File: config.mk
export PLATFORM = sky130hd
export DESIGN_NAME = edge_candidate_selector
export DESIGN_NICKNAME = d
export VERILOG_FILES = /design/src/hdl/ecs_pkg.sv /design/src/hdl/ecs_fifo.sv /design/src/hdl/ecs_front.sv /design/src/hdl/ecs_back.sv /design/src/hdl/edge_candidate_selector.sv
export SDC_FILE = /design/constraint.sdc
export NUM_CORES = 2
export LEC_CHECK = 0
export ABC_AREA = 0
export BUFFER_PORTS_ARGS = -buffer_cell sky130_fd_sc_hd__buf_2
export CAP_MARGIN = 20
export CELL_PAD_IN_SITES_DETAIL_PLACEMENT = 1
export CELL_PAD_IN_SITES_GLOBAL_PLACEMENT = 1
export CORE_MARGIN = 1
export CORE_UTILIZATION = 30
export CTS_BUF_LIST = sky130_fd_sc_hd__clkbuf_16
export CTS_CLUSTER_SIZE = 30
export DETAILED_ROUTE_END_ITERATION = 8
export GPL_ROUTABILITY_DRIVEN = 0
export HOLD_SLACK_MARGIN = 0.12
export PLACE_DENSITY_LB_ADDON = 0.1
export SLEW_MARGIN = 20
export SYNTH_ARGS = -nofsm -noshare
export SYNTH_HDL_FRONTEND = slang
export SYNTH_HIERARCHICAL = 1
export SYNTH_SLANG_ARGS = --single-unit
File: constraint.sdc
create_clock -name clock -period 9.9 [get_ports clock]
set_input_delay 0 -clock clock [delete_from_list [all_inputs] [get_ports clock]]
set_output_delay 0 -clock clock [all_outputs]
set_load 0.05 [all_outputs]
File: src/hdl/ecs_pkg.sv
// shared types and constants of the edge candidate selector
// no dependencies
`default_nettype none

package ecs_pkg;

   localparam int MAX_CANDIDATES = 8;
   localparam int COORD_W        = 16;
   localparam int DIFF_W         = 17;
   localparam int PROD_W         = 33;
   localparam int ACC_W          = 34;
   localparam int ROUND_SHIFT    = 14;
   localparam int DIST_W         = 24;
   localparam int ABS_W          = 23;
   localparam int RESP_W         = 16;
   localparam int IDX_W          = 3;
   localparam int MID_DEPTH      = 4;
   localparam int OUT_DEPTH      = 4;

   localparam int CSR_DATA_W     = 32;
   localparam int CSR_ADDR_W     = 3;

   localparam logic [ABS_W-1:0] DISTANCE_LIMIT_RESET = '1;
   localparam logic [ABS_W-1:0] HELD_ABS_RESET       = '1;

   typedef enum logic {
      REG_SELECT_MODE    = 1'b0,
      REG_DISTANCE_LIMIT = 1'b1
   } csr_index_type;

   typedef enum logic {
      MODE_NEAREST   = 1'b0,
      MODE_STRONGEST = 1'b1
   } select_mode_type;

   typedef struct packed {
      logic signed [DIFF_W-1:0]  dx;
      logic signed [DIFF_W-1:0]  dy;
      logic signed [COORD_W-1:0] nx;
      logic signed [COORD_W-1:0] ny;
      logic [RESP_W-1:0]         resp;
      logic [IDX_W-1:0]          idx;
      logic                      considered;
      logic                      last;
      logic                      enabled;
   } mid_item_type;

   typedef struct packed {
      logic [RESP_W-1:0] resp;
      logic [IDX_W-1:0]  idx;
      logic              considered;
      logic              last;
      logic              enabled;
   } back_ctl_type;

   typedef struct packed {
      logic [IDX_W-1:0]         best_index;
      logic signed [DIST_W-1:0] signed_distance;
      logic [ABS_W-1:0]         abs_distance;
      logic                     is_inlier;
   } rsp_item_type;

endpackage

`default_nettype wire

File: src/hdl/ecs_fifo.sv
// small register-based queue used between pipeline sections
// no dependencies
`default_nettype none

module ecs_fifo #(
   parameter int WIDTH = 8,
   parameter int DEPTH = 4
) (
   input  wire logic             clock,
   input  wire logic             reset,
   input  wire logic             wr_en,
   input  wire logic [WIDTH-1:0] wr_data,
   output logic                  full,
   input  wire logic             rd_en,
   output logic [WIDTH-1:0]      rd_data,
   output logic                  empty
);

   localparam int PTR_W = (DEPTH > 1) ? $clog2(DEPTH) : 1;
   localparam int CNT_W = $clog2(DEPTH + 1);

   logic [WIDTH-1:0] mem_ff [DEPTH];
   logic [PTR_W-1:0] wr_ptr_ff, wr_ptr_in;
   logic [PTR_W-1:0] rd_ptr_ff, rd_ptr_in;
   logic [CNT_W-1:0] count_ff, count_in;
   logic             do_wr, do_rd;

   assign full    = (count_ff == CNT_W'(DEPTH));
   assign empty   = (count_ff == '0);
   assign do_wr   = wr_en && !full;
   assign do_rd   = rd_en && !empty;
   assign rd_data = mem_ff[rd_ptr_ff];

   always_comb begin
      wr_ptr_in = wr_ptr_ff;
      rd_ptr_in = rd_ptr_ff;
      count_in  = count_ff;
      if (do_wr) begin
         wr_ptr_in = (wr_ptr_ff == PTR_W'(DEPTH - 1)) ? '0 : wr_ptr_ff + 1'b1;
      end
      if (do_rd) begin
         rd_ptr_in = (rd_ptr_ff == PTR_W'(DEPTH - 1)) ? '0 : rd_ptr_ff + 1'b1;
      end
      if (do_wr && !do_rd) begin
         count_in = count_ff + 1'b1;
      end else if (do_rd && !do_wr) begin
         count_in = count_ff - 1'b1;
      end
   end

   always_ff @(posedge clock) begin
      if (reset) begin
         wr_ptr_ff <= '0;
         rd_ptr_ff <= '0;
         count_ff  <= '0;
      end else begin
         wr_ptr_ff <= wr_ptr_in;
         rd_ptr_ff <= rd_ptr_in;
         count_ff  <= count_in;
      end
   end

   always_ff @(posedge clock) begin
      if (do_wr) begin
         mem_ff[wr_ptr_ff] <= wr_data;
      end
   end

endmodule

`default_nettype wire

File: src/hdl/ecs_front.sv
// front section: accepts candidate beats, counts them within a sample and classifies them
// depends on ecs_pkg
`default_nettype none

module ecs_front #(
   parameter int MAX_CANDIDATES = ecs_pkg::MAX_CANDIDATES
) (
   input  wire logic                               clock,
   input  wire logic                               reset,
   input  wire logic                               push,
   input  wire logic signed [ecs_pkg::COORD_W-1:0] line_start_x,
   input  wire logic signed [ecs_pkg::COORD_W-1:0] line_start_y,
   input  wire logic signed [ecs_pkg::COORD_W-1:0] normal_x,
   input  wire logic signed [ecs_pkg::COORD_W-1:0] normal_y,
   input  wire logic signed [ecs_pkg::COORD_W-1:0] cand_x,
   input  wire logic signed [ecs_pkg::COORD_W-1:0] cand_y,
   input  wire logic                               cand_valid,
   input  wire logic [ecs_pkg::RESP_W-1:0]         edge_response,
   input  wire logic                               sample_enabled,
   input  wire logic                               last_candidate,
   input  wire logic                               mid_full,
   output logic                                    mid_wr_en,
   output ecs_pkg::mid_item_type                   mid_item
);

   localparam int CNT_W = $clog2(MAX_CANDIDATES + 1);

   logic [CNT_W-1:0] cand_counter_ff, cand_counter_in;
   logic             below_max;

   assign mid_wr_en = push && !mid_full;
   assign below_max = (cand_counter_ff < CNT_W'(MAX_CANDIDATES));

   always_comb begin
      mid_item.dx         = ecs_pkg::DIFF_W'(cand_x) - ecs_pkg::DIFF_W'(line_start_x);
      mid_item.dy         = ecs_pkg::DIFF_W'(cand_y) - ecs_pkg::DIFF_W'(line_start_y);
      mid_item.nx         = normal_x;
      mid_item.ny         = normal_y;
      mid_item.resp       = edge_response;
      mid_item.idx        = ecs_pkg::IDX_W'(cand_counter_ff);
      mid_item.considered = cand_valid && sample_enabled && below_max;
      mid_item.last       = last_candidate;
      mid_item.enabled    = sample_enabled;
   end

   always_comb begin
      cand_counter_in = cand_counter_ff;
      if (mid_wr_en) begin
         if (last_candidate) begin
            cand_counter_in = '0;
         end else if (below_max) begin
            cand_counter_in = cand_counter_ff + 1'b1;
         end
      end
   end

   always_ff @(posedge clock) begin
      if (reset) begin
         cand_counter_ff <= '0;
      end else begin
         cand_counter_ff <= cand_counter_in;
      end
   end

endmodule

`default_nettype wire

File: src/hdl/ecs_back.sv
// back section: distance pipeline, winner tracking and result forming
// depends on ecs_pkg
`default_nettype none

module ecs_back (
   input  wire logic                          clock,
   input  wire logic                          reset,
   input  wire ecs_pkg::mid_item_type         mid_item,
   input  wire logic                          mid_empty,
   output logic                               mid_rd_en,
   input  wire logic                          select_mode,
   input  wire logic [ecs_pkg::ABS_W-1:0]     distance_limit,
   input  wire logic                          out_full,
   output logic                               out_wr_en,
   output ecs_pkg::rsp_item_type              out_item
);

   localparam int RND_W = ecs_pkg::ACC_W + 1;
   localparam int D_W   = RND_W - ecs_pkg::ROUND_SHIFT;

   // stage a: products
   logic                              a_valid_ff, a_valid_in;
   ecs_pkg::back_ctl_type             a_ctl_ff;
   logic signed [ecs_pkg::PROD_W-1:0] a_px_ff, a_py_ff;
   // stage b: rounded distance and magnitude
   logic                              b_valid_ff, b_valid_in;
   ecs_pkg::back_ctl_type             b_ctl_ff;
   logic signed [ecs_pkg::DIST_W-1:0] b_dist_ff;
   logic [ecs_pkg::ABS_W-1:0]         b_abs_ff;
   // stage c inputs
   logic                              c_valid_ff, c_valid_in;
   ecs_pkg::back_ctl_type             c_ctl_ff;
   logic signed [ecs_pkg::DIST_W-1:0] c_dist_ff;
   logic [ecs_pkg::ABS_W-1:0]         c_abs_ff;

   // winner of the current sample
   logic                              found_any_ff, found_any_in;
   logic [ecs_pkg::IDX_W-1:0]         held_index_ff, held_index_in;
   logic signed [ecs_pkg::DIST_W-1:0] held_signed_ff, held_signed_in;
   logic [ecs_pkg::ABS_W-1:0]         held_abs_ff, held_abs_in;
   logic [ecs_pkg::RESP_W-1:0]        held_response_ff, held_response_in;

   logic                              back_en, c_fire, take;
   logic signed [ecs_pkg::ACC_W-1:0]  acc;
   logic signed [RND_W-1:0]           rnd;
   logic [D_W-1:0]                    d_rnd, d_neg;
   ecs_pkg::back_ctl_type             mid_ctl;

   assign back_en   = !(c_valid_ff && c_ctl_ff.last && out_full);
   assign mid_rd_en = back_en && !mid_empty;
   assign c_fire    = c_valid_ff && back_en;

   assign a_valid_in = back_en ? !mid_empty : a_valid_ff;
   assign b_valid_in = back_en ? a_valid_ff : b_valid_ff;
   assign c_valid_in = back_en ? b_valid_ff : c_valid_ff;

   always_comb begin
      mid_ctl.resp       = mid_item.resp;
      mid_ctl.idx        = mid_item.idx;
      mid_ctl.considered = mid_item.considered;
      mid_ctl.last       = mid_item.last;
      mid_ctl.enabled    = mid_item.enabled;
   end

   always_comb begin
      acc   = ecs_pkg::ACC_W'(a_px_ff) + ecs_pkg::ACC_W'(a_py_ff);
      rnd   = RND_W'(acc) + RND_W'(1 << (ecs_pkg::ROUND_SHIFT - 1));
      d_rnd = rnd[RND_W-1:ecs_pkg::ROUND_SHIFT];
      d_neg = ~d_rnd + 1'b1;
   end

   always_comb begin
      if (!found_any_ff) begin
         take = 1'b1;
      end else if (select_mode == ecs_pkg::MODE_NEAREST) begin
         take = (c_abs_ff < held_abs_ff);
      end else begin
         take = (c_ctl_ff.resp > held_response_ff);
      end
   end

   always_comb begin
      found_any_in     = found_any_ff;
      held_index_in    = held_index_ff;
      held_signed_in   = held_signed_ff;
      held_abs_in      = held_abs_ff;
      held_response_in = held_response_ff;
      if (c_ctl_ff.considered && take) begin
         found_any_in     = 1'b1;
         held_index_in    = c_ctl_ff.idx;
         held_signed_in   = c_dist_ff;
         held_abs_in      = c_abs_ff;
         held_response_in = c_ctl_ff.resp;
      end
   end

   always_comb begin
      out_wr_en                = c_fire && c_ctl_ff.last && found_any_in && c_ctl_ff.enabled;
      out_item.best_index      = held_index_in;
      out_item.signed_distance = held_signed_in;
      out_item.abs_distance    = held_abs_in;
      out_item.is_inlier       = (held_abs_in < distance_limit);
   end

   always_ff @(posedge clock) begin
      if (reset) begin
         a_valid_ff       <= 1'b0;
         b_valid_ff       <= 1'b0;
         c_valid_ff       <= 1'b0;
         found_any_ff     <= 1'b0;
         held_index_ff    <= '0;
         held_signed_ff   <= '0;
         held_abs_ff      <= ecs_pkg::HELD_ABS_RESET;
         held_response_ff <= '0;
      end else begin
         a_valid_ff <= a_valid_in;
         b_valid_ff <= b_valid_in;
         c_valid_ff <= c_valid_in;
         if (c_fire) begin
            if (c_ctl_ff.last) begin
               found_any_ff     <= 1'b0;
               held_index_ff    <= '0;
               held_signed_ff   <= '0;
               held_abs_ff      <= ecs_pkg::HELD_ABS_RESET;
               held_response_ff <= '0;
            end else begin
               found_any_ff     <= found_any_in;
               held_index_ff    <= held_index_in;
               held_signed_ff   <= held_signed_in;
               held_abs_ff      <= held_abs_in;
               held_response_ff <= held_response_in;
            end
         end
      end
   end

   always_ff @(posedge clock) begin
      if (back_en) begin
         a_ctl_ff  <= mid_ctl;
         a_px_ff   <= mid_item.dx * mid_item.nx;
         a_py_ff   <= mid_item.dy * mid_item.ny;
         b_ctl_ff  <= a_ctl_ff;
         b_dist_ff <= ecs_pkg::DIST_W'($signed(d_rnd));
         b_abs_ff  <= d_rnd[D_W-1] ? ecs_pkg::ABS_W'(d_neg) : ecs_pkg::ABS_W'(d_rnd);
         c_ctl_ff  <= b_ctl_ff;
         c_dist_ff <= b_dist_ff;
         c_abs_ff  <= b_abs_ff;
      end
   end

endmodule

`default_nettype wire

File: src/hdl/edge_candidate_selector.sv
// Edge candidate selector. Takes one candidate beat per clock cycle while full is low,
// with no gap between samples. Each beat goes through the front counter into a
// four-entry queue, then a three-stage back pipeline (multiply, round, compare and
// update); the winner of a sample is written into the four-entry result queue from the
// compare stage once the last beat of the sample has passed the multiply and round
// stages, and is registered there before it shows on the rsp ports. The back
// pipeline stalls only while a last beat waits on a full result queue; the front keeps
// accepting beats until its own queue fills.
// depends on ecs_pkg, ecs_fifo, ecs_front, ecs_back
`default_nettype none

module edge_candidate_selector #(
   parameter int MAX_CANDIDATES = ecs_pkg::MAX_CANDIDATES
) (
   input  wire logic                                  clock,
   input  wire logic                                  reset,
   // candidate beats
   input  wire logic                                  push,
   output logic                                       full,
   input  wire logic signed [ecs_pkg::COORD_W-1:0]    req_line_start_x,
   input  wire logic signed [ecs_pkg::COORD_W-1:0]    req_line_start_y,
   input  wire logic signed [ecs_pkg::COORD_W-1:0]    req_normal_x,
   input  wire logic signed [ecs_pkg::COORD_W-1:0]    req_normal_y,
   input  wire logic signed [ecs_pkg::COORD_W-1:0]    req_cand_x,
   input  wire logic signed [ecs_pkg::COORD_W-1:0]    req_cand_y,
   input  wire logic                                  req_cand_valid,
   input  wire logic [ecs_pkg::RESP_W-1:0]            req_edge_response,
   input  wire logic                                  req_sample_enabled,
   input  wire logic                                  req_last_candidate,
   // result beats
   output logic                                       empty,
   input  wire logic                                  pop,
   output logic [ecs_pkg::IDX_W-1:0]                  rsp_best_index,
   output logic signed [ecs_pkg::DIST_W-1:0]          rsp_signed_distance,
   output logic [ecs_pkg::ABS_W-1:0]                  rsp_abs_distance,
   output logic                                       rsp_is_inlier,
   // register port
   input  wire logic                                  psel,
   input  wire logic                                  penable,
   input  wire logic                                  pwrite,
   input  wire logic [ecs_pkg::CSR_ADDR_W-1:0]        paddr,
   input  wire logic [ecs_pkg::CSR_DATA_W-1:0]        pwdata,
   output logic [ecs_pkg::CSR_DATA_W-1:0]             prdata,
   output logic                                       pready
);

   localparam int MID_W = $bits(ecs_pkg::mid_item_type);
   localparam int RSP_W = $bits(ecs_pkg::rsp_item_type);

   logic                          select_mode_ff, select_mode_in;
   logic [ecs_pkg::ABS_W-1:0]     distance_limit_ff, distance_limit_in;
   ecs_pkg::csr_index_type        csr_index;
   logic                          csr_wr;

   logic                          mid_full, mid_empty, mid_wr_en, mid_rd_en;
   ecs_pkg::mid_item_type         mid_wr_item, mid_rd_item;
   logic                          out_full, out_wr_en;
   ecs_pkg::rsp_item_type         out_wr_item, out_rd_item;

   assign pready    = 1'b1;
   assign csr_index = ecs_pkg::csr_index_type'(paddr[2]);
   assign csr_wr    = psel && penable && pwrite && pready;

   always_comb begin
      select_mode_in    = select_mode_ff;
      distance_limit_in = distance_limit_ff;
      if (csr_wr) begin
         unique case (csr_index)
            ecs_pkg::REG_SELECT_MODE:    select_mode_in    = pwdata[0];
            ecs_pkg::REG_DISTANCE_LIMIT: distance_limit_in = pwdata[ecs_pkg::ABS_W-1:0];
            default:                     select_mode_in    = select_mode_ff;
         endcase
      end
   end

   always_comb begin
      unique case (csr_index)
         ecs_pkg::REG_SELECT_MODE:    prdata = ecs_pkg::CSR_DATA_W'(select_mode_ff);
         ecs_pkg::REG_DISTANCE_LIMIT: prdata = ecs_pkg::CSR_DATA_W'(distance_limit_ff);
         default:                     prdata = '0;
      endcase
   end

   always_ff @(posedge clock) begin
      if (reset) begin
         select_mode_ff    <= ecs_pkg::MODE_NEAREST;
         distance_limit_ff <= ecs_pkg::DISTANCE_LIMIT_RESET;
      end else begin
         select_mode_ff    <= select_mode_in;
         distance_limit_ff <= distance_limit_in;
      end
   end

   assign full = mid_full;

   ecs_front #(
      .MAX_CANDIDATES(MAX_CANDIDATES)
   ) u_front (
      .clock          (clock),
      .reset          (reset),
      .push           (push),
      .line_start_x   (req_line_start_x),
      .line_start_y   (req_line_start_y),
      .normal_x       (req_normal_x),
      .normal_y       (req_normal_y),
      .cand_x         (req_cand_x),
      .cand_y         (req_cand_y),
      .cand_valid     (req_cand_valid),
      .edge_response  (req_edge_response),
      .sample_enabled (req_sample_enabled),
      .last_candidate (req_last_candidate),
      .mid_full       (mid_full),
      .mid_wr_en      (mid_wr_en),
      .mid_item       (mid_wr_item)
   );

   ecs_fifo #(
      .WIDTH(MID_W),
      .DEPTH(ecs_pkg::MID_DEPTH)
   ) u_mid_fifo (
      .clock   (clock),
      .reset   (reset),
      .wr_en   (mid_wr_en),
      .wr_data (mid_wr_item),
      .full    (mid_full),
      .rd_en   (mid_rd_en),
      .rd_data (mid_rd_item),
      .empty   (mid_empty)
   );

   ecs_back u_back (
      .clock          (clock),
      .reset          (reset),
      .mid_item       (mid_rd_item),
      .mid_empty      (mid_empty),
      .mid_rd_en      (mid_rd_en),
      .select_mode    (select_mode_ff),
      .distance_limit (distance_limit_ff),
      .out_full       (out_full),
      .out_wr_en      (out_wr_en),
      .out_item       (out_wr_item)
   );

   ecs_fifo #(
      .WIDTH(RSP_W),
      .DEPTH(ecs_pkg::OUT_DEPTH)
   ) u_out_fifo (
      .clock   (clock),
      .reset   (reset),
      .wr_en   (out_wr_en),
      .wr_data (out_wr_item),
      .full    (out_full),
      .rd_en   (pop),
      .rd_data (out_rd_item),
      .empty   (empty)
   );

   assign rsp_best_index      = out_rd_item.best_index;
   assign rsp_signed_distance = out_rd_item.signed_distance;
   assign rsp_abs_distance    = out_rd_item.abs_distance;
   assign rsp_is_inlier       = out_rd_item.is_inlier;

endmodule

`default_nettype wire

==> reports/metrics.cfg <==
[sta]
rsz0062_at_grt = false
finalCriticalPeriod_ns = 8.384
worst_pin_slew_ns = 1.051
finalSetupTns_ns = 0
hold_viol = 0
relSlewSlack_pct = 29.06
final.period_utilization_pct = 84.69
slew_violations = 0
fin_skew_ns = 0.04036
setup_slack_ns = 1.516
fmax_mhz = 119.3
setup-violations-final = 0

[worst_setup_path]
crit_top_cell = fa_1
cp.required_ns = 10.40
endpoint_kind = register
start_kind = register
worst-setup-path-type = reg -> reg
path_cells = buf_12, mux4_2, and2_1, fa_1, inv_1, fa_1, inv_1, fa_1, inv_1, fa_1, inv_1, fa_1, fa_1, ha_1, and2_1, and3_1, a211oi_1, o41a_1, o21ai_0, a21oi_1, o21ai_0, a221oi_1, xnor2_1
critPathBufInv = 5
cp_slowest_cell = mux4_2
critPathTopFamily = adder cells
cp.arrival_ns = 8.88
slowest_delay_ns = 0.79
cp_max_fo = 26

[worst_hold_path]
hold_class = in -> reg

[drt]
vias = 35240
drt-total-wl_um = 147400
avgRoutedWirePerCell_um = 19.17
drcViolationCount = 0
viasPerCell = 4.584
detail_route.iter0.violations = 1287
ant_nets = 0
first_pass_iters = 4

[synth]
async_flop_share_pct = 0
yosysWarningCount = 6
ys_types = 95
synth_top_family_by_area = adder cells
netlist_instances = 4641
syn_area_per_cell_um2 = 12.63
synth_flop_cell = edfxtp_1
synth-edff-count = 770
yosys.area_share.simple_pct = 8.859
syn_area_mm2 = 0.05860
yosysSeqAreaShare_pct = 43.42
synth_fa_ha_area_share_pct = 26.17
synthXorXnorAreaFrac_pct = 1.913
muxShareOfSynthArea_pct = 6.841
synth_compound_area_share_pct = 5.743
ys_ff_latch = 886

[die]
start_util_pct = 30.33
die_h_um = 444.0
dieArea_mm2 = 0.1971
die_x_um = 444.0
core-area_mm2 = 0.1932
ioPinCount = 243
floorplan.rows = 161

[final_layout]
fillers = 20610
nNetsFinal = 6120
final_common_cell = inv_1
drive_above_1_share_pct = 12.46
final_cell_mix = inv_1 (802), edfxtp_1 (770), fa_1 (556)
final-seq-area_mm2 = 0.02546
multi_input_area_mm2 = 0.02912
area_growth_pct = 16.30

[place]
io_buffers = 221
post-dp-hpwl_um = 107100
place_ws_ns = 1.357

[cts]
cts_tree = built
cts_setup_buffers = 0
cts-resized-gates = 0
h-tree-depth = 3
cts.path.max_buffers = 3
numCtsBuffers = 104
clock-sinks = 886
clk_latency_ns = 0.76
cts_root_buf = clkbuf_16
ctsHoldBuffers = 271
path_clk_slew_ns = 0.06

[grt]
grt_pass1_vias = 39480
grt_max_degree = 81
grt_pass1_wl_um = 233100
antenna_found_initial = 2
track_usage_pct = 15.17
overflow = 0

[outcome]
status = finished clean

[run]
drv_cap = 0

-- final timing paths --
path | cells after the start | from | to | slack (ns)
hold / removal | 5 | req_line_start_y[9] | u_mid_fifo/mem_ff[3][64] | 0.13
setup / recovery | 23 | register | u_back/a_py_ff[30] | 1.52
hold reg to reg | 0 | u_back/b_abs_ff[20] | u_back/c_abs_ff[20] | 0.40
setup reg to reg | 23 | register | u_back/a_py_ff[30] | 1.52
-- per-layer routing --
layer / GRT usage [%] / vias up / wire (um) / part of all wire [%]
met4: 3.944 / 0 / 3302 / 2.2
li1: - / 16490 / - / -
met2: 25.74 / 405 / 70740 / 48
met1: 20.43 / 18190 / 69610 / 47
met5: 0 / - / 0 / 0
met3: 1.890 / 155 / 3734 / 2.5
-- state kept, by name (all words and copies together) (netlist names), 2 cells and up, named ones only --
register / flops
distance_limit_ff: 23
u_back/a_ctl_ff: 22
u_back/a_px_ff: 33
u_back/a_py_ff: 33
u_back/b_abs_ff: 20
u_back/b_ctl_ff: 22
u_back/b_dist_ff: 21
u_back/c_abs_ff: 20
u_back/c_ctl_ff: 22
u_back/c_dist_ff: 21
u_back/held_abs_ff: 23
u_back/held_index_ff: 3
u_back/held_response_ff: 16
u_back/held_signed_ff: 24
u_front/cand_counter_ff: 4
u_mid_fifo/count_ff: 3
u_mid_fifo/mem_ff: 352
u_mid_fifo/rd_ptr_ff: 2
u_mid_fifo/wr_ptr_ff: 2
u_out_fifo/count_ff: 3
u_out_fifo/mem_ff: 204
u_out_fifo/rd_ptr_ff: 2
u_out_fifo/wr_ptr_ff: 2
-- synth_stat cells (all sizes together) (29+ instances only) --
cell type	n	area (um2)
o21ai	68	340.3
ha	336	4204
o211ai	31	232.7
nor3	29	145.1
a21o	65	488.0
nand3	39	195.2
mux2i	36	360.4
a21oi	113	569.3
nand2	333	1250
fa	556	11130
dfxtp	116	2322
mux4	139	3131
clkbuf	123	461.7
edfxtp	770	23120
xor2	42	367.9
buf	94	725.7
inv	781	2932
and2	302	1894
nor2	175	661.9
xnor2	86	753.2
nand2b	31	193.9
mux2	46	518.0
-- cell type report --
class	instances	area share (%)
timing repair buffer	533	6.095
sequential	886	37.35
inverter	782	4.325
antenna	2	0.007343
clock inverter	91	1.034
tap	2526	4.637
multi-input combinational	2764	42.73
clock buffer	104	3.819
-- per-stage QoR --
| step | instance area (um2) | instances | hold slack, ns | util [%] |
|---|---|---|---|---|
| final | 68150 | 7688 | 0.1267 | 35.28 |
| after global routing | 68150 | 7686 | 0.1921 | 35.28 |
| after CTS | 68150 | 7686 | 0.1263 | 35.28 |
| after global placement | 62130 | 7220 | 0.2186 | 32.16 |
| after floorplan | 58630 | 4649 | 0.07238 | - |
| after detailed placement | 62130 | 7220 | 0.2212 | 32.16 |
-- cell families (layout without fill, tap and decap cells) --
kind of cell / Yosys count / count (layout)
mux: 221 / 221
buf+inv: 999 / 1510
simple gates: 1032 / 1032
other cells: 2 / 12
compound gates: 481 / 481
xor+xnor: 128 / 128
fa+ha+maj: 892 / 892
flops: 886 / 886
-- worst min-delay path, stage by stage --
cell and delay (ns):
buf_2 0.10, inv_1 0.05, ha_1 0.25, a21boi_0 0.13, o311ai_1 0.18
Power is not shown: default switching activity piles up to over one toggle a cycle in this logic, so the estimate is an artifact.
